File: config.mk
export PLATFORM = sky130hd
export DESIGN_NAME = tlru_ctrl
export DESIGN_NICKNAME = d
export VERILOG_FILES = /design/src/tlru_pkg.sv /design/src/tlru_ctrl.sv
export SDC_FILE = /design/constraint.sdc
export NUM_CORES = 1
export LEC_CHECK = 0
export BUFFER_PORTS_ARGS = -buffer_cell sky130_fd_sc_hd__buf_2
export CAP_MARGIN = 10
export CELL_PAD_IN_SITES_DETAIL_PLACEMENT = 0
export CELL_PAD_IN_SITES_GLOBAL_PLACEMENT = 2
export CORE_AREA = 5 5 42 44
export DETAILED_ROUTE_END_ITERATION = 10
export DIE_AREA = 0 0 47 49
export MAX_ROUTING_LAYER = met4
export PLACE_DENSITY_LB_ADDON = 0.12
export SLEW_MARGIN = 20
export SYNTH_ARGS = -nofsm -noshare
export SYNTH_HDL_FRONTEND = slang
export SYNTH_SLANG_ARGS = --single-unit
File: constraint.sdc
create_clock -name clk -period 1 [get_ports clk]
set_clock_uncertainty 0.2 [all_clocks]
set_input_delay 0.1 -clock clk [delete_from_list [all_inputs] [get_ports clk]]
set_output_delay 0.1 -clock clk [all_outputs]
set_load 0.02 [all_outputs]
File: src/tlru_pkg.sv
// ----------------------------------------------------------------------------
// tlru_pkg
// Shared types, widths and helpers for the true LRU replacement block.
// ----------------------------------------------------------------------------
package tlru_pkg;

    localparam int SETS_DEF = 1024;
    localparam int WAYS_DEF = 16;
    localparam int MAX_WAYS = 16;
    localparam int POS_W    = 4;
    localparam int SET_W    = 10;
    localparam int WAY_W    = 4;
    localparam int IN_W     = 16;
    localparam int OUT_W    = 8;
    localparam int SETX_W   = 17;

    localparam logic ACT_UPDATE = 1'b0;
    localparam logic ACT_QUERY  = 1'b1;

    typedef struct packed {
        logic clear;
        logic capture;
        logic commit;
    } tlru_cmd_t;

    typedef struct packed {
        logic clear_last;
        logic out_free;
    } tlru_sts_t;

    // way i at position i
    function automatic logic [MAX_WAYS*POS_W-1:0] init_word(input int ways);
        logic [MAX_WAYS*POS_W-1:0] word;
        word = '0;
        for (int w = 0; w < MAX_WAYS; w++)
        begin
            if (w < ways)
            begin
                word[w*POS_W +: POS_W] = POS_W'(w);
            end
        end
        return word;
    endfunction

endpackage

File: src/tlru_ctrl.sv
// ----------------------------------------------------------------------------
// tlru_ctrl
// Sequencer: clearing pass after reset, then accept, read-modify-write, commit.
// ----------------------------------------------------------------------------
module tlru_ctrl (
    input  logic              clk,
    input  logic              rst_n,
    input  logic              s_tvalid,
    output logic              s_tready,
    input  tlru_pkg::tlru_sts_t sts,
    output tlru_pkg::tlru_cmd_t cmd
);
    import tlru_pkg::*;

    typedef enum logic [1:0] {
        ST_CLEAR,
        ST_IDLE,
        ST_WORK
    } state_t;

    state_t state_reg;
    state_t state_next;
    logic   ready_reg;
    logic   ready_next;

    always_comb
    begin
        cmd.clear   = (state_reg == ST_CLEAR);
        cmd.capture = s_tvalid && ready_reg;
        cmd.commit  = (state_reg == ST_WORK) && sts.out_free;
    end

    always_comb
    begin
        state_next = state_reg;
        case (state_reg)
            ST_CLEAR:
            begin
                if (sts.clear_last)
                begin
                    state_next = ST_IDLE;
                end
            end
            ST_IDLE:
            begin
                if (cmd.capture)
                begin
                    state_next = ST_WORK;
                end
            end
            ST_WORK:
            begin
                if (cmd.commit)
                begin
                    state_next = ST_IDLE;
                end
            end
            default:
            begin
                state_next = ST_CLEAR;
            end
        endcase
        ready_next = (state_next == ST_IDLE);
    end

    always_ff @(posedge clk or negedge rst_n)
    begin
        if (!rst_n)
        begin
            state_reg <= ST_CLEAR;
            ready_reg <= 1'b0;
        end
        else
        begin
            state_reg <= state_next;
            ready_reg <= ready_next;
        end
    end

    assign s_tready = ready_reg;

endmodule

==> results by group, run 1 <==
Outcome
  – Status: complete, but fails checks
  – Failing checks: negative hold slack, negative setup slack

Synthesis
  – Yosys reg bits: 3
  – Post-synthesis instance area: around 140 um2
  – Largest family of logic cells by synthesized area: simple AND/OR/NAND/NOR gates
  – Gate Count Post-Synth: 13
  – Xor-xnor portion of the synthesized cell area: 0%
  – Simple-gate share of the synthesized area: between 20 and 30%
  – YS warnings: 0
  – Sequential fraction of the synthesis area: between 50 and 60%
  – Mux cell area share after synthesis: 0%
  – Syn nets: 18
  – Synth Area in Compound Gates: a little under a fifth
  – Yosys cell types: 9
  – Post-synthesis adder-cell area fraction: 0%
  – Avg Cell Area, Syn: 11.1 um2

CTS
  – CTS H-Tree Depth: 1
  – CTS tree: done
  – CTS Sinks: 3
  – CTS root buf: clkbuf_4
  – Clk Latency, worst-skew pair: 0.23 ns
  – CTS buffer count: 3
  – CTS Hold Bufs: 2
  – Worst-path clk slew: around 0.040 ns
  – CTS Buffer Depth: 2

Global route
  – Vias in the first global route: 201
  – Overall Global Routing Usage: under 10%
  – GRT overflow: 0
  – Global-route wire length before repair: between 700 and 800 um
  – Largest net degree at the start of global routing: 6
  – Initial antenna violation count: 0

Worst setup path
  – Worst Reg2Reg Path Length in Cells: 4
  – R2R Setup Slk: -0.17 ns
  – Crit Path Max Fanout: 5
  – Worst EP required: ~0.70 ns
  – RR Startpoint: state_reg[0]
  – CP max-delay cell: dfrtp_1
  – Setup crit start kind: flip-flop
  – Max stage delay on crit path: roughly 0.40 ns
  – Critical Path, Cell by Cell: and3b_2 > buf_6
  – WS Path Type: reg2out
  – Critical R2R Capture: state_reg[1]
  – Worst Setup End Kind: primary output
  – Data arrival time of the critical path: 1.00 ns

STA
  – Max Slew Vio Count: 0
  – Post-layout min period: 1.30 ns
  – Unrepaired setup endpoints after global routing: true
  – Hold Slack: -0.0255 ns
  – # setup viols final: 7
  – Slew headroom: around nine tenths
  – Final setup margin: -0.297 ns
  – Fin crit share: 130%
  – Achievable Freq: about 770 MHz
  – Hold violation total from the final report: 3
  – Worst Tran Pin Value: ~0.13 ns

Place
  – Dpl cell area: 221 um2
  – I/O Buffers: 8
  – Post-place setup slack: -0.110 ns
  – Final HPWL DP: roughly 330 um
  – GP Congestion: around 0.57

Floorplan
  – Core area: about 1400 um2
  – Initial Util: between 10% and 20%
  – Die area: roughly 2300 um2
  – Row Count: 14
  – Die Y: 49 um
  – Boundary Pins: 9
  – Die width: 47 um

Detailed routing
  – Post-Route WL: ~440 um
  – Total number of vias: about 170
  – DR pass1 iterations: 1
  – Antenna Nets Post-Route: 0
  – Wire per inst: between 9 and 10 um
  – DR DRC count: 0
  – DRT iter0 DRCs: 0
  – Vias per cell: approximately 3.6

Cells and area
  – Fin area: slightly above 300 um2
  – Fin util: 22.1%
  – Share of cells above drive strength 1: about three fifths
  – Fin nets: 37
  – # diodes: 0
  – Max reg flops: 2
  – Synth-to-Final Area Change: 115%

Min path
  – Worst hold path type: in2reg
  – Hold EP: state_reg[1]
  – Hold Path Depth: 3
  – Min-delay src: s_tvalid

Pwr
  – Power Density: just over 3000 nW/um2
  – Max IR drop VDD: ~0.00093 V
  – Pleak: around 0.15 nW
  – Total power draw: roughly 0.00095 W

Run
  – Max cap viols: 0
worst max path at each step:
stage	depth (start not counted)	end	startpoint
global route	2	cmd[0]	state_reg[1]
global placement	3	s_tready	state_reg[0]
CTS	2	cmd[0]	state_reg[1]
floorplan	2	s_tready	state_reg[0]
finish	2	cmd[0]	state_reg[1]
detailed placement	3	s_tready	state_reg[0]
routing by layer:
metal  vias up  GRT usage [%]  part of all wire, %
met5         -              -                    0
met4         0           4.15                    0
met3         0           4.80                   10
met2         6           7.01                   52
met1        76           4.20                   38
li1         85              -                    -
area by class of cell:
cell class / instances / area (um2)
fill: 169 / 1090
sequential: 3 / 75.1
timing repair buffer: 14 / 111
multi-input combinational: 10 / 76.3
tap: 16 / 20.0
clock buffer: 4 / 26.3
synth_stat cells:
cell	number	area, um2
nand2b_1	1	6.26
o21bai_1	3	22.5
o21ai_0	1	5.00
and3b_1	1	8.76
nand4b_1	1	8.76
and3_2	1	7.51
and2_1	1	6.26
nor2_1	1	3.75
dfrtp_1	3	75.1
placed cells by master, fill, tap and decap left out:
cell type,count
buf_4,5
buf_2,4
clkbuf_4,3
buf_6,3
dfrtp_1,3
o21bai_1,2
dlygate4sd3_1,2
and3b_2,1
and2_4,1
nor2_1,1
nand2b_1,1
nand4b_1,1
o21ai_1,1
and3_2,1
o21bai_2,1
clkbuf_1,1
power breakdown:
part           switching (W)  total, W  internal (W)
logic               0.000209  0.000511      0.000303
registers          0.0000534  0.000236      0.000182
clock network      0.0000576  0.000207      0.000149
through the flow:
stage,hold slack (ns),std cells,TNS (ns)
final,-0.0255,47,-1.23
after floorplan,-0.396,13,-0.228
after CTS,-0.0356,47,-1.34
after global placement,-0.302,39,-0.539
after detailed placement,-0.301,39,-0.443
after global routing,-0.0194,47,-1.53
worst max-delay path, delay by kind of cell (launching register included):
| kind | cells | cell delay [ns] |
|---|---|---|
| flip-flops | 1 | 0.40 |
| AND/OR/NAND/NOR | 1 | 0.23 |
| buffers and inverters | 1 | 0.13 |
what timing repair did:
action,in CTS,in global routing
setup endpoints to repair,7,7
endpoints found under the hold margin,6,2
resized for setup,9,1
pin swaps,3,1
setup buffers,2,0
kinds of logic (layout without fill, tap and decap cells):
logic type / after synthesis / after routing
and+or+nand+nor: 6 / 6
AOI/OAI and AO/OA: 4 / 4
DFF: 3 / 3
buffers and inverters: 0 / 18
Note: power is estimated with default switching activity, not from simulation.
==> run 2: changes to the inputs <==
==> constraint.sdc (replaced) <==
create_clock -name clk -period 1 [get_ports clk]
set_clock_uncertainty 0.2 [all_clocks]
set_input_delay 0.05 -clock clk [delete_from_list [all_inputs] [get_ports clk]]
set_output_delay 0.05 -clock clk [all_outputs]
set_load 0.02 [all_outputs]
==> results by group, run 2 (synthesized netlist as in run 1, its figures left out) <==
Worst setup path
  – Data arrival time of the critical path: 1.00 ns
  – Worst Reg2Reg Path Length in Cells: 3
  – WS Path Type: reg2out
  – Worst EP required: approximately 0.75 ns
  – CP top delay family: flip-flops
  – Setup crit start kind: flip-flop
  – Critical Path, Cell by Cell: and3b_2 > buf_6
  – CP max-delay cell: dfrtp_1
  – Max stage delay on crit path: roughly 0.39 ns
  – Buf/Inv on CP: 1
  – Crit Path Max Fanout: 3
  – Worst Setup End Kind: primary output
  – Worst path depth: 2

STA
  – Hold Slack: -0.0699 ns
  – Worst Tran Pin Value: about 0.16 ns
  – Fin crit share: 125%
  – Slew headroom: between 80% and 90%
  – Hold violation total from the final report: 5
  – Unrepaired setup endpoints after global routing: true
  – Post-layout min period: approximately 1.3 ns
  – Achievable Freq: 798 MHz
  – Max Slew Vio Count: 0
  – # setup viols final: 7
  – Final setup margin: -0.254 ns

Detailed routing
  – DR pass1 iterations: 2
  – Post-Route WL: slightly below 500 um
  – DR DRC count: 0
  – Wire per inst: 10.1 um
  – DRT iter0 DRCs: 3
  – Total number of vias: ~180
  – Antenna Nets Post-Route: 0
  – Vias per cell: between 3 and 4

CTS
  – CTS buffer count: 3
  – CTS root buf: clkbuf_4
  – Worst-path clk slew: 0.04 ns
  – CTS Buffer Depth: 2
  – CTS Sinks: 3
  – CTS tree: done
  – CTS H-Tree Depth: 1
  – Clk Latency, worst-skew pair: about 0.23 ns
  – CTS Hold Bufs: 3

Pwr
  – Power Density: approximately 3000 nW/um2
  – Switching share of power: 34.0%
  – Switching power: 0.000338 W
  – Total power draw: 0.000994 W
  – Internal power: around 0.00066 W
  – Max IR drop VDD: a little under 0.001 V
  – Clock power share: 21.2%
  – Combinational power share: between 50 and 60%
  – Flop pwr share: between 20% and 30%
  – Pleak: around 0.15 nW

Floorplan
  – Core area: between 1000 and 1500 um2
  – Initial Util: about a tenth
  – Die area: 2300 um2
  – Row Count: 14
  – Die Y: between 40 and 50 um
  – Die width: around 47 um
  – Boundary Pins: 9

Run
  – Max cap viols: 0

Place
  – GP Congestion: 0.624
  – Post-place setup slack: -0.108 ns
  – I/O Buffers: 8
  – Placed Cells: 37

Min path
  – Worst hold path type: in2reg
  – Hold Path Depth: 3

Global route
  – Vias in the first global route: ~180
  – Global-route wire length before repair: between 700 and 800 um
  – GRT overflow: 0
  – Initial antenna violation count: 0
  – Largest net degree at the start of global routing: 6
  – Overall Global Routing Usage: between 5 and 6%

Cells and area
  – Area of the multi-input gates: about 76 um2
  – Fin util: a little under a quarter
  – Commonest non-fill, non-tap cells in the layout: 5 x buf_6, 4 x buf_2
  – Synth-to-Final Area Change: 127%
  – Fin cells: 48
  – Max reg flops: 2
  – Share of cells above drive strength 1: between 50 and 60%
  – Most common cell after layout, fill and taps aside: buf_6
  – FILL cells: 166
  – Register area: about 75 um2
  – Fin nets: 38
  – # diodes: 0

Outcome
  – Status: complete, but fails checks
  – Failing checks: negative hold slack, negative setup slack
-- run 2: cell types whose count changed in the layout (fill, tap and decap cells not counted), sizes merged --
| cell | before | now |
|---|---|---|
| dlygate4sd3 | 2 | 3 |
-- run 2: path summary, 6_finish.rpt --
path,endpoint,slack (ns),startpoint
setup / recovery,cmd[0],-0.25,state_reg[1]
hold / removal,s_tready,-0.07,sts[1]
setup reg to reg,state_reg[0],-0.12,state_reg[1]
hold reg to reg,state_reg[1],0.45,state_reg[0]
max in group asynchronous,state_reg[0],0.55,rst_n
min in group asynchronous,state_reg[1],-0.06,rst_n
-- run 2: area by class of cell --
class	instances	share of cell area (%)
multi-input combinational	10	23.4
sequential	3	23.0
clock buffer	4	8.05
timing repair buffer	15	39.5
tap	16	6.13
-- run 2: worst min-delay path, cell delays in order --
cell      delay [ns]
buf_2           0.08
o21bai_1        0.07
o21bai_1        0.13
-- run 2: what timing repair did --
action | CTS | global route
buffers inserted | 3 | 1
endpoints found under the hold margin | 6 | 5
gates cloned | 0 | 0
resized for setup | 10 | 2
pin swaps | 3 | 2
endpoints found under the setup margin | 6 | 7
-- run 2: power groups by stage --
stage / registers [W] / logic [W] / clock network [W]
finish: 0.000235 / 0.000548 / 0.000211
global route: 0.000244 / 0.000592 / 0.000240
CTS: 0.000235 / 0.000502 / 0.000221
detailed placement: 0.000250 / 0.000293 / 0
global placement: 0.000254 / 0.000294 / 0
floorplan: 0.000256 / 0.000173 / 0
-- run 2: layer usage --
layer  up-vias  GRT usage [%]  wire [um]
li1         85              -          -
met5         -              -          0
met1        77           4.19        192
met2        11           6.33        201
met3         2           4.80         70
met4         0           5.53         19
-- run 2: stage by stage --
step	instance area [um2]	setup TNS (ns)	hold WS (ns)
floorplan	145	-0.228	-0.446
global placement	205	-0.304	-0.351
detailed placement	205	-0.282	-0.350
CTS	312	-1.03	-0.0582
global route	327	-1.37	-0.0423
finish	327	-1.04	-0.0699
==> run 3: changes to the inputs <==
--- a/config.mk
+++ b/config.mk
@@ -14,6 +14,7 @@
 export DIE_AREA = 0 0 47 49
 export MAX_ROUTING_LAYER = met4
 export PLACE_DENSITY_LB_ADDON = 0.12
+export SKIP_CTS_REPAIR_TIMING = 1
 export SLEW_MARGIN = 20
 export SYNTH_ARGS = -nofsm -noshare
 export SYNTH_HDL_FRONTEND = slang
==> results by group, run 3 (synthesized netlist as in run 1, its figures left out) <==
Floorplan
  – Initial Util: 10.3%
  – Row Count: 14
  – Die area: around 2300 um2
  – Boundary Pins: 9
  – Die Y: between 40 and 50 um
  – Core area: between 1000 and 1500 um2
  – Die width: around 47 um

Detailed routing
  – DR pass1 iterations: 2
  – DRT iter0 DRCs: 2
  – Wire per inst: 10.2 um
  – Vias per cell: 3.59
  – Total number of vias: ~170
  – Post-Route WL: about 470 um
  – DR DRC count: 0
  – Antenna Nets Post-Route: 0

STA
  – Max Slew Vio Count: 0
  – Hold violation total from the final report: 5
  – Achievable Freq: about 780 MHz
  – Slew headroom: 89.0%
  – Hold Slack: -0.0697 ns
  – Worst Tran Pin Value: ~0.16 ns
  – # setup viols final: 7
  – Final setup margin: -0.281 ns
  – Unrepaired setup endpoints after global routing: true
  – Fin crit share: 128%
  – Post-layout min period: between 1 and 1.5 ns

Outcome
  – Failing checks: negative hold slack, negative setup slack
  – Status: complete, but fails checks

Place
  – I/O Buffers: 8
  – GP Congestion: roughly 0.62
  – Post-place setup slack: -0.108 ns
  – Dpl cell area: 205 um2

CTS
  – Worst-path clk slew: ~0.030 ns
  – CTS Buffer Depth: 2
  – CTS root buf: clkbuf_4
  – CTS tree: done
  – Clk Latency, worst-skew pair: about 0.23 ns
  – CTS buffer count: 3
  – CTS H-Tree Depth: 1
  – CTS Sinks: 3

Pwr
  – Pleak: between 0.1 and 0.15 nW
  – Power Density: about 3000 nW/um2
  – Max IR drop VDD: just under 0.0009 V

Cells and area
  – Register area: between 70 and 80 um2
  – Synth-to-Final Area Change: 114%
  – Commonest non-fill, non-tap cells in the layout: 4 x buf_2, 4 x buf_6
  – # diodes: 0
  – Share of cells above drive strength 1: between 50% and 60%
  – FILL cells: 168
  – Fin area: between 300 and 400 um2
  – Area of the multi-input gates: 76.3 um2
  – Max reg flops: 2
  – Fin util: a little over a fifth
  – Fin nets: 36

Worst setup path
  – Worst EP required: 0.75 ns
  – Crit Path Max Fanout: 4
  – Critical Path Source: state_reg[0]
  – R2R Setup Slk: -0.14 ns
  – RR Startpoint: state_reg[1]
  – Data arrival time of the critical path: ~1.0 ns
  – Worst Reg2Reg Path Length in Cells: 2
  – Worst Setup End Kind: primary output
  – Critical R2R Capture: s_tready
  – Setup crit start kind: flip-flop
  – WS Path Type: reg2out
  – Worst setup path end: cmd[0]

Global route
  – Overall Global Routing Usage: between 4 and 5%
  – Vias in the first global route: 180
  – Largest net degree at the start of global routing: 7
  – Global-route wire length before repair: a little under 700 um
  – GRT overflow: 0
  – Initial antenna violation count: 0

Min path
  – Worst hold path type: in2reg

Run
  – Max cap viols: 0
## run 3: changes by cell type in the layout (fill, tap and decap cells not counted)
| cell | previous run | this run |
|---|---|---|
| buf_6 | 5 | 4 |
| buf_4 | 3 | 2 |
## run 3: worst max-delay path: stages (launching register included)
cell and delay, ns:
dfrtp_1 0.40, and3b_2 0.28, buf_6 0.12
## run 3: report_power, final
group | switching, W | internal [W]
logic | 0.000190 | 0.000267
registers | 0.0000720 | 0.000182
clock network | 0.0000619 | 0.000149
## run 3: area by class of cell
class,count,area share (%)
flip-flops and latches,3,24.4
multi-input cells,10,24.8
clock buffers,4,8.54
repair buffers,13,35.8
well taps,16,6.50
## run 3: how the worst min path moves through the flow
stage	startpoint	end	slack [ns]	cells after the start
2_1_floorplan	rst_n	s_tready	-0.45	0
3_3_place_gp	rst_n	s_tready	-0.35	1
3_5_place_dp	rst_n	s_tready	-0.35	1
4_1_cts	rst_n	state_reg[1]	-0.60	1
5_1_grt	rst_n	state_reg[1]	-0.04	2
6_report	sts[1]	state_reg[0]	-0.07	3
## run 3: per-stage QoR
stage,setup TNS (ns),std cells,power (W),hold WS [ns]
after floorplan,-0.228,13,0.000429,-0.446
after global placement,-0.304,37,0.000548,-0.351
after detailed placement,-0.282,37,0.000543,-0.350
after CTS,-1.00,41,0.000765,-0.599
after global routing,-1.39,46,0.00100,-0.0423
final,-1.07,46,0.000923,-0.0697
## run 3: layer usage
metal | vias up | wire length (um) | track usage [%]
li1 | 81 | - | -
met1 | 71 | 195 | 4.41
met2 | 11 | 182 | 5.20
met3 | 2 | 71 | 5.17
met4 | 0 | 19 | 5.53
met5 | - | 0 | -
